===== config.mk =====
export PLATFORM = sky130hd
export DESIGN_NAME = pwmpt_front
export DESIGN_NICKNAME = d
export VERILOG_FILES = /design/src/rtl/pwmpt_pkg.sv /design/src/rtl/pwmpt_front.sv
export SDC_FILE = /design/constraint.sdc
export NUM_CORES = 1
export LEC_CHECK = 0
export ABC_AREA = 1
export BUFFER_PORTS_ARGS = -buffer_cell sky130_fd_sc_hd__buf_2
export CORE_UTILIZATION = 25
export DETAILED_ROUTE_END_ITERATION = 10
export PLACE_DENSITY = 0.83
export SYNTH_ARGS = -nofsm -noshare
export SYNTH_HDL_FRONTEND = slang
export SYNTH_SLANG_ARGS = --single-unit

===== constraint.sdc =====
create_clock -name vclk -period 0.8
set_input_delay 0.04 -clock vclk [all_inputs]
set_output_delay 0.04 -clock vclk [all_outputs]
set_load 0.1 [all_outputs]

===== src/rtl/pwmpt_pkg.sv =====
// Shared types and constants for the PWM prescale and tick calculator.
package pwmpt_pkg;

   // Fixed field widths
   localparam int US_BITS    = 24;
   localparam int CLK_BITS   = 28;
   localparam int P_BITS     = 3;
   localparam int TICK_BITS  = 16;
   localparam int PROD_BITS  = US_BITS + CLK_BITS;

   // One million is 64 * 15625; x / 15625 is (x * RECIP_15625) >> 44 for x below 2^30
   localparam logic [30:0]          RECIP_15625 = 31'd1125899907;
   // Full-scale duty value
   localparam logic [TICK_BITS-1:0] SCALE_FULL = 16'hFFFF;
   // Any product at or above this gives more than 65535 ticks
   localparam logic [PROD_BITS-1:0] DUTY_LIMIT = 52'd65536000000;
   localparam logic [CLK_BITS-1:0]  CLK_RESET  = 28'd48000000;

   // Request as it sits in the queue
   typedef struct packed {
      logic [US_BITS-1:0] period_micros;
      logic [US_BITS-1:0] pulse_micros;
      logic               pulse_zero;
   } pwmpt_item_type;

   // Finished result
   typedef struct packed {
      logic [P_BITS-1:0]    prescale_log2;
      logic [TICK_BITS-1:0] period_ticks;
      logic [TICK_BITS-1:0] duty_ticks;
      logic [TICK_BITS-1:0] duty_scaled;
      logic                 prescale_changed;
   } pwmpt_result_type;

endpackage


===== src/rtl/pwmpt_front.sv =====
// Front end: accepts requests and tags them before they enter the queue.
module pwmpt_front (
   input  logic                             req_valid,
   output logic                             req_ready,
   input  logic [pwmpt_pkg::US_BITS-1:0]    req_period_micros,
   input  logic [pwmpt_pkg::US_BITS-1:0]    req_pulse_micros,
   input  logic                             queue_full,
   output logic                             push,
   output pwmpt_pkg::pwmpt_item_type        push_item
);

   // Take a request whenever the queue has room
   assign req_ready = !queue_full;
   assign push      = req_valid && !queue_full;

   // Zero pulse needs no duty division in the back end
   always_comb begin
      push_item.period_micros = req_period_micros;
      push_item.pulse_micros  = req_pulse_micros;
      push_item.pulse_zero    = (req_pulse_micros == '0);
   end

endmodule


; ---- After elaboration in Yosys (flattened, before gate mapping)
; Cells that the tools add are included.
[word_totals]
regBits = 0
inputBits = 50
output_inout_bits = 51
elab_cells = 3
[classes]
n_reduce_logical = 3
[ops]
columns = op, n
row1 = $logic_not A24 Y1, 1
row2 = $logic_and A1 B1 Y1, 1
row3 = $logic_not A1 Y1, 1

; ---- Longest topological paths before layout
[logic_depth]
word_depth = 2
mapped_depth = 5
ltp_nobuf = 5

; ---- Worst setup path after synthesis
; No wires, ideal clock.
[synth_path]
kind = input-to-output
start = input req_valid
end = output push
arrival_time_ps = 1318
t_required_ps = 760
path_slack_ps = -558
cell_stages = 2
n_path_buf = 0
cell_sequence = inv_1 -> nor2_1
[synth_between]
elab_chain_len = 1
[synth_rtl]
columns = element, line
row1 = "start, declared", pwmpt_front.sv:3  ; input logic req_valid,
row2 = $logic_and A1 B1 Y1, pwmpt_front.sv:14  ; assign push = req_valid && !queue_full;
row3 = "end, declared", pwmpt_front.sv:8  ; output logic push,
; No other way between the ends.

==> summary.txt <==
Run status
  – Status: complete, but fails checks
  – Failing checks: setup timing

Die
  – Die area: ~0.0020 mm2
  – # rows: 15
  – Chip Height: approximately 45 um
  – Die W: 44.68 um
  – Starting Density: a little over a quarter
  – Boundary pin count: 101
  – Core ar.: 0.001708 mm2

Detailed routing
  – WL/cell: between 10 and 15 um
  – Post-route ant nets: 0
  – Routed wire length: about 1500 um
  – Via-to-Cell Ratio: 3.815
  – Via count: between 400 and 500
  – DRT Pass-1 Iters: 4
  – DR DRC count: 0
  – Initial DRC Count: 5

Timing
  – Fmax: 1179 MHz
  – Period utilisation layout: 106.0%
  – Hold Slack: 0.08004 ns
  – Setup violations, final: 1
  – Setup TNS: -0.04808 ns
  – Fin worst setup slack: -0.04808 ns
  – Fin. Hold Viols: 0
  – Worst-Margin Slew: about 0.15 ns
  – RSZ-0062 raised after global routing: true
  – Slew HR: between 80% and 90%
  – Final Critical Period: 0.8481 ns
  – Max Slew Vio Count: 0

Cells and area
  – Layout cells sized above 1: 84.85%
  – Diodes inserted: 0
  – Final design utilization: 63.88%
  – Fin nets: 151
  – # clk buffers: 0
  – FF+latch area: 0 um2
  – Area growth from synthesis to final layout: 139.6%
  – Seq Cell Count: 0

Critical path
  – Critical path data required time: 0.76 ns
  – CP max stage cell: buf_12
  – Crit Path Class: in2out
  – Worst Path Max Fanout: 2
  – CP cell instances: buf_8, nor2_4, nand2_1, nor2_1, nand2_1, nor2_4, buf_12
  – Worst setup EP type: output pin
  – Worst stage delay on the critical path: 0.18 ns
  – Critical path arrival: 0.81 ns
  – Crit start category: input pin

Global routing
  – Vias in the first global route: 472
  – Initial antenna violation count: 0
  – Total grt overflow: 0
  – Most used routing layer: met2
  – GRT met2 Usage: 26.76%
  – GR Util All Layers: roughly 13%
  – First-pass GRT wire length: ~2000 um
  – Grt met3 use: 4.082%
  – Largest net degree at the start of global routing: 3
  – GR met1 Demand/Resource: 11.81%

Power
  – Lkg Pwr: 0.0005314 uW
  – Power per cell area: 992.0 mW/mm2
  – Maximum VDD drop: 0.5606 mV

Logic synthesis
  – Synth warn: 0
  – Syn_area_per_cell: roughly 6.3 um2
  – Yosys top cell area share: 79.12%
  – Syn Std Cell Area: 455.4 um2
  – Area contributors post-synth: buf_4, nor2_1, nand2_1
  – Cell variety after synth: 6
  – Syn Nets: 122
  – Largest area contributor in the netlist: buf_4
  – Seq/Total Area, Yosys: 0%
  – Most frequent cell after synthesis: buf_4
  – Post-Synthesis Cells: 72
  – Commonest cells post-synth: buf_4, nor2_1, nand2_1, inv_1

Placement
  – IO Port Bufs: 53
  – GP Congestion: roughly 0.70
  – Dpl hpwl: 1215 um

Clock network
  – Post-CTS Setup Bufs: 0
  – Hold buffers post-CTS: 0

Run
  – Max-cap viol count: 0

Hold path
  – Hold Path Class: in2out
## worst paths after layout
| check | from | endpoint | slack (ns) | cells after the start |
|---|---|---|---|---|
| setup / recovery | req_pulse_micros[10] | push_item[0] | -0.05 | 7 |
| hold / removal | req_period_micros[11] | push_item[36] | 0.08 | 0 |
## cell type report
class	count	area, um2
timing repair buffer	75	914.6
multi-input combinational	22	137.6
inverter	2	7.507
tap	25	31.28
fill	132	616.8
## timing repair
action / CTS / global route
hold endpoints to repair: 0 / 0
pin swaps: 4 / 13
gates resized for setup: 2 / 26
endpoints found under the setup margin: 1 / 1
## stage by stage
step           power (uW)  cells  setup slack, ns  area [um2]
2_1_floorplan        1194     72         -0.05963       467.9
3_3_place_gp         1018    124         -0.06702       974.7
3_5_place_dp         1024    124         -0.04321       974.7
4_1_cts              1032    124         -0.03538       987.2
5_1_grt              1114    124          -0.1075        1091
6_report             1082    124         -0.04808        1091
## power breakdown
part | internal (uW) | switching [uW] | total [uW]
Clock | 0 | 0 | 0
Combinational | 432 | 651 | 1080
Sequential | 0 | 0 | 0
## metal layers
| metal | wire [um] | vias up |
|---|---|---|
| met5 | 0 | - |
| met1 | 411 | 206 |
| met3 | 165 | 10 |
| met4 | 40 | 0 |
| li1 | - | 222 |
| met2 | 849 | 35 |
## kinds of logic after synthesis
| kind of cell | after synthesis | synth area share, % |
|---|---|---|
| and+or+nand+nor | 22 | 19.23 |
| buffers and inverters | 50 | 80.77 |
## worst max-delay path, delay by kind of cell
family	cells	cell delay (ns)
AND/OR/NAND/NOR	5	0.49
buffers and inverters	2	0.28
## cell usage in the layout (no fill, tap or decap), drive strengths merged
cell type / count
buf: 75
inv: 2
nand2: 5
nand4: 1
nor2: 16
No activity file was read; power rests on OpenSTA's default activity.
