**config.mk**
```make
export PLATFORM = sky130hd
export DESIGN_NAME = pwmpt_queue
export DESIGN_NICKNAME = d
export VERILOG_FILES = /design/src/rtl/pwmpt_pkg.sv /design/src/rtl/pwmpt_queue.sv
export SDC_FILE = /design/constraint.sdc
export NUM_CORES = 1
export LEC_CHECK = 0
export ABC_AREA = 1
export BUFFER_PORTS_ARGS = -buffer_cell sky130_fd_sc_hd__buf_2
export CORE_UTILIZATION = 52
export DETAILED_ROUTE_END_ITERATION = 8
export GPL_ROUTABILITY_DRIVEN = 0
export PLACE_DENSITY_LB_ADDON = 0.12
export SYNTH_ARGS = -nofsm -noshare
export SYNTH_HDL_FRONTEND = slang
export SYNTH_SLANG_ARGS = --single-unit
```
**constraint.sdc**
```tcl
create_clock -name clock -period 3.99 [get_ports clock]
set_clock_uncertainty 0.2 [all_clocks]
set_input_delay 0.9975 -clock clock [delete_from_list [all_inputs] [get_ports clock]]
set_output_delay 0.9975 -clock clock [all_outputs]
set_load 0.02 [all_outputs]
```
**src/rtl/pwmpt_pkg.sv**
```systemverilog
// Shared types and constants for the PWM prescale and tick calculator.
package pwmpt_pkg;

   // Fixed field widths
   localparam int US_BITS    = 24;
   localparam int CLK_BITS   = 28;
   localparam int P_BITS     = 3;
   localparam int TICK_BITS  = 16;
   localparam int PROD_BITS  = US_BITS + CLK_BITS;

   // One million is 64 * 15625; x / 15625 is (x * RECIP_15625) >> 44 for x below 2^30
   localparam logic [30:0]          RECIP_15625 = 31'd1125899907;
   // Full-scale duty value
   localparam logic [TICK_BITS-1:0] SCALE_FULL = 16'hFFFF;
   // Any product at or above this gives more than 65535 ticks
   localparam logic [PROD_BITS-1:0] DUTY_LIMIT = 52'd65536000000;
   localparam logic [CLK_BITS-1:0]  CLK_RESET  = 28'd48000000;

   // Request as it sits in the queue
   typedef struct packed {
      logic [US_BITS-1:0] period_micros;
      logic [US_BITS-1:0] pulse_micros;
      logic               pulse_zero;
   } pwmpt_item_type;

   // Finished result
   typedef struct packed {
      logic [P_BITS-1:0]    prescale_log2;
      logic [TICK_BITS-1:0] period_ticks;
      logic [TICK_BITS-1:0] duty_ticks;
      logic [TICK_BITS-1:0] duty_scaled;
      logic                 prescale_changed;
   } pwmpt_result_type;

endpackage

```
**src/rtl/pwmpt_queue.sv**
```systemverilog
// Two-entry request queue between the front end and the compute engine.
module pwmpt_queue (
   input  logic                      clock,
   input  logic                      reset,
   input  logic                      push,
   input  pwmpt_pkg::pwmpt_item_type push_item,
   input  logic                      pop,
   output logic                      full,
   output logic                      not_empty,
   output pwmpt_pkg::pwmpt_item_type head
);

   pwmpt_pkg::pwmpt_item_type mem_ff [2];
   logic       wr_ptr_ff, wr_ptr_in;
   logic       rd_ptr_ff, rd_ptr_in;
   logic [1:0] count_ff, count_in;

   assign full      = (count_ff == 2'd2);
   assign not_empty = (count_ff != 2'd0);
   assign head      = mem_ff[rd_ptr_ff];

   // Pointer and count update
   always_comb begin
      wr_ptr_in = push ? !wr_ptr_ff : wr_ptr_ff;
      rd_ptr_in = pop ? !rd_ptr_ff : rd_ptr_ff;
      count_in  = count_ff;
      if (push && !pop) begin
         count_in = count_ff + 2'd1;
      end else if (pop && !push) begin
         count_in = count_ff - 2'd1;
      end
   end

   always_ff @(posedge clock) begin
      if (reset) begin
         wr_ptr_ff <= 1'b0;
         rd_ptr_ff <= 1'b0;
         count_ff  <= 2'd0;
      end else begin
         wr_ptr_ff <= wr_ptr_in;
         rd_ptr_ff <= rd_ptr_in;
         count_ff  <= count_in;
      end
   end

   // Storage, no reset
   always_ff @(posedge clock) begin
      if (push) begin
         mem_ff[wr_ptr_ff] <= push_item;
      end
   end

endmodule

```
# Word level (Yosys, flattened, before mapping)
# Memories as Yosys holds them, arrays and structs flattened. A register that Yosys moved wholly into a read port is not among the register bits.
# Index checks and enable logic that the tools add are counted.
[word_totals] register_bits=4 ram_bits=98 input_bits=53 elab_cells=21 mem_count=1
[op_classes] addsub=2 n_eq_ne=1 n_mux=6 n_reduce_logical=8
[memory_table] memory="mem_ff" depth=2 word_bits=49 read_ports=1 rd_clocked_by_memory_dff=1 write_ports=1 line_no="pwmpt_queue.sv:13" text="pwmpt_pkg::pwmpt_item_type mem_ff [2];"
[ops] cell="1-bit logical NOT" count=4
[ops] cell="1-bit two-way mux" count=4
[ops] cell="2-bit two-way mux" count=2
[ops] cell="2-bit nonzero test" count=2
[ops] cell="2-bit by 1-bit adder with 2-bit output, second input constant" count=1
[ops] cell="2-bit == test, second input constant" count=1
[ops] cell="1-bit logical AND" count=2
[ops] cell="2-bit by 1-bit subtractor with 2-bit output, second input constant" count=1

# Logic depth before layout (Yosys ltp)
[logic_depth] depth_word=4 ltp_mapped=8 depth_no_buf=8

# Least setup slack after synthesis
# OpenSTA, ideal clock, no wires.
[synth_timing] path_type="in2reg" from="input push" to="memory mem_ff[0][0] in the netlist's numbering (enable)" setup_ns=0.457 arrival_ns=3.096 setup_slack_ns=0.237 cell_stages=2 n_path_buf=0 cell_sequence="inv_1 > nor2_1"
[synth_between] elab_chain_cells=2
[synth_lines] element="start, declared" line_no="pwmpt_queue.sv:5" text="input logic push,"
[synth_lines] element="1-bit two-way mux" line_no="pwmpt_queue.sv:48" text="if (push) begin"
[synth_lines] element="1-bit two-way mux (implied by the code)" line_no="pwmpt_queue.sv:49" text="mem_ff[wr_ptr_ff] <= push_item;"
[synth_lines] element="end, declared" line_no="pwmpt_queue.sv:13"
# Every way passes these cells.

==> impl_metrics.env <==
export IMPL_io_pins=104
export IMPL_nNetsFinal=352
export IMPL_synthArstFlopShare=0
export IMPL_tns_ns=0
export IMPL_synth_area_sq_mm=0.00381
export IMPL_grt_max_degree=36
export IMPL_die_height_microns=87.6
export IMPL_num_rows=30
export IMPL_yosysUniqueCellTypes=17
export IMPL_ys_warn_count=0
export IMPL_finalSetupViolCount=0
export IMPL_detail_route_vias_per_cell=4.88
export IMPL_cts_buffers=9
export IMPL_drc=0
export IMPL_synth_edff_count=98
export IMPL_area_growth_pct=22.0
export IMPL_startpoint_type="register"
export IMPL_multi_input_area_sq_um=689
export IMPL_dieArea_sq_mm=0.00767
export IMPL_cp_arrival_ns=1.89
export IMPL_seq_area_sq_mm=0.00304
export IMPL_timing_final_crit_share=0.773
export IMPL_fmax_mhz=324
export IMPL_dr_pass1_iters=4
export IMPL_holdBufCountCts=0
export IMPL_grt_pass1_wl_microns=9040
export IMPL_clkSinkCount=103
export IMPL_fin_crit_ns=3.09
export IMPL_clockBufferDepth=2
export IMPL_antenna_cells=0
export IMPL_core_area_sq_mm=0.00694
export IMPL_fillers=486
export IMPL_synth_top_area_frac=0.773
export IMPL_portBuffers=103
export IMPL_postSynthAreaPerCell_sq_um=20.6
export IMPL_synth_flop_cell="edfxtp_1"
export IMPL_drive_gt1_frac=0.573
export IMPL_critPathKind="reg2out"
export IMPL_die_x_microns=87.6
export IMPL_grt_usage=0.166
export IMPL_maxCapViolCount=0
export IMPL_hp_class="reg2reg"
export IMPL_yosysTopAreaCell="edfxtp_1"
export IMPL_grt_setup_unrepaired="no"
export IMPL_worstSetupEndpointType="primary output"
export IMPL_power_density_mw_per_mm2=467
export IMPL_stdcell_area_sq_mm=0.00464
export IMPL_crit_fanout=27
export IMPL_synth_nets=239
export IMPL_post_drt_wl_per_cell_microns=15.0
export IMPL_drt_iter0_drc=82
export IMPL_cts_tree="yes"
export IMPL_syn_inst=185
export IMPL_dpl_hpwl_microns=4050
export IMPL_h_tree_depth=3
export IMPL_worstPathRequired_ns=2.79
export IMPL_final_hold_viol_count=0
export IMPL_outcome="completed"
export IMPL_peakVddDrop_mv=0.261
export IMPL_synth_seq_cells=103
export IMPL_overflow=0
export IMPL_ant_nets=0
export IMPL_postCtsSetupBuffers=0
export IMPL_synth_area_leaders="edfxtp_1 77%, mux2_2 12%, mux2_4 3.9%"
export IMPL_yosysMostFrequentCell="edfxtp_1"
export IMPL_worstMarginPinSlew_ns=0.646
export IMPL_power_leakage_nw=1.80
export IMPL_place_area_sq_mm=0.00446
export IMPL_drv_slew=0
export IMPL_wirelength_microns=5960
export IMPL_relSlewSlack=0.569
export IMPL_start_util=0.548
export IMPL_post_cts_resized=0
export IMPL_num_vias=1944
export IMPL_ys_seq_area_frac=0.799
export IMPL_clkTransAtPathRegs_ns=0.08
export IMPL_synth_common_cells="98 x edfxtp_1, 39 x mux2_2, 10 x mux2_4"
export IMPL_root_buffer="clkbuf_8"
export IMPL_antenna_found_initial=0
export IMPL_grt_pass1_vias=1929
export IMPL_insertion_delay_ns=0.35
final timing paths:
kind                            cells after the start       from            end  slack (ns)
worst max-delay path                                3   register        head[9]        0.90
worst min-delay path                                2  rd_ptr_ff      rd_ptr_ff        0.34
worst max register to register                      3  wr_ptr_ff  mem_ff[1][14]        2.18
worst min register to register                      2  rd_ptr_ff      rd_ptr_ff        0.34
worst max-delay path: stages (launching register included):
cell	delay, ns
dfxtp_2	0.72
buf_12	0.28
mux2_2	0.37
buf_2	0.16
final cells by class:
type                    count  share of cell area
multi-input cells          68               0.148
inverters                   9             0.00727
clock buffers               9              0.0267
well taps                  96              0.0259
clock inverters             6              0.0135
flip-flops and latches    103               0.655
repair buffers            107               0.123
kinds of logic after synthesis:
logic type,synth area share
XOR/XNOR,0.00230
AO/OA/AOI/OAI,0.00263
buffers and inverters,0.0217
flip-flops,0.799
adder cells (fa/ha/maj),0.00329
AND/OR/NAND/NOR,0.0161
multiplexers,0.155
layer usage:
layer / vias to the layer above / global-route usage / share of wire
met5: - / 0 / 0
met4: 0 / 0.0849 / 0.021
met3: 14 / 0.0452 / 0.059
met2: 64 / 0.292 / 0.51
met1: 935 / 0.185 / 0.41
li1: 931 / - / -
state kept, by name, summed over array words and instances (netlist names), named ones only:
signal,cells
mem_ff,98
wr_ptr_ff,1
count_ff,2
rd_ptr_ff,1
power by group:
group / leakage [nW] / internal (mW) / switching [mW] / total [mW]
clock: 0.0887 / 0.284 / 0.326 / 0.610
sequential: 0.962 / 1.25 / 0.0233 / 1.27
combinational: 0.745 / 0.126 / 0.161 / 0.287
stage by stage:
stage / hold WS, ns / worst slack [ns] / power, mW / instances / util
floorplan: 0.280 / 0.237 / 1.48 / 185 / -
global placement: 0.299 / 1.25 / 1.58 / 383 / 0.642
detailed placement: 0.319 / 1.25 / 1.59 / 383 / 0.642
CTS: 0.340 / 0.870 / 2.19 / 398 / 0.669
global route: 0.398 / 0.800 / 2.26 / 398 / 0.669
finish: 0.343 / 0.904 / 2.17 / 398 / 0.669
cell usage in the layout, fill, tap and decap left out:
cell type	count
buf_2	103
clkbuf_8	9
buf_4	2
nor3_1	1
xnor2_1	1
mux2_2	39
nor2_4	1
nand4_1	1
nand3_1	1
mux2_4	10
clkinv_2	1
bufinv_16	1
inv_2	1
clkinv_4	1
inv_1	8
edfxtp_1	98
dfxtp_1	4
clkinvlp_4	2
nor2_1	5
ha_1	1
a21oi_1	1
clkinv_1	1
dfxtp_2	1
nand2_1	6
buf_12	2
o21ai_0	1
(Power assumes the default switching activity.)
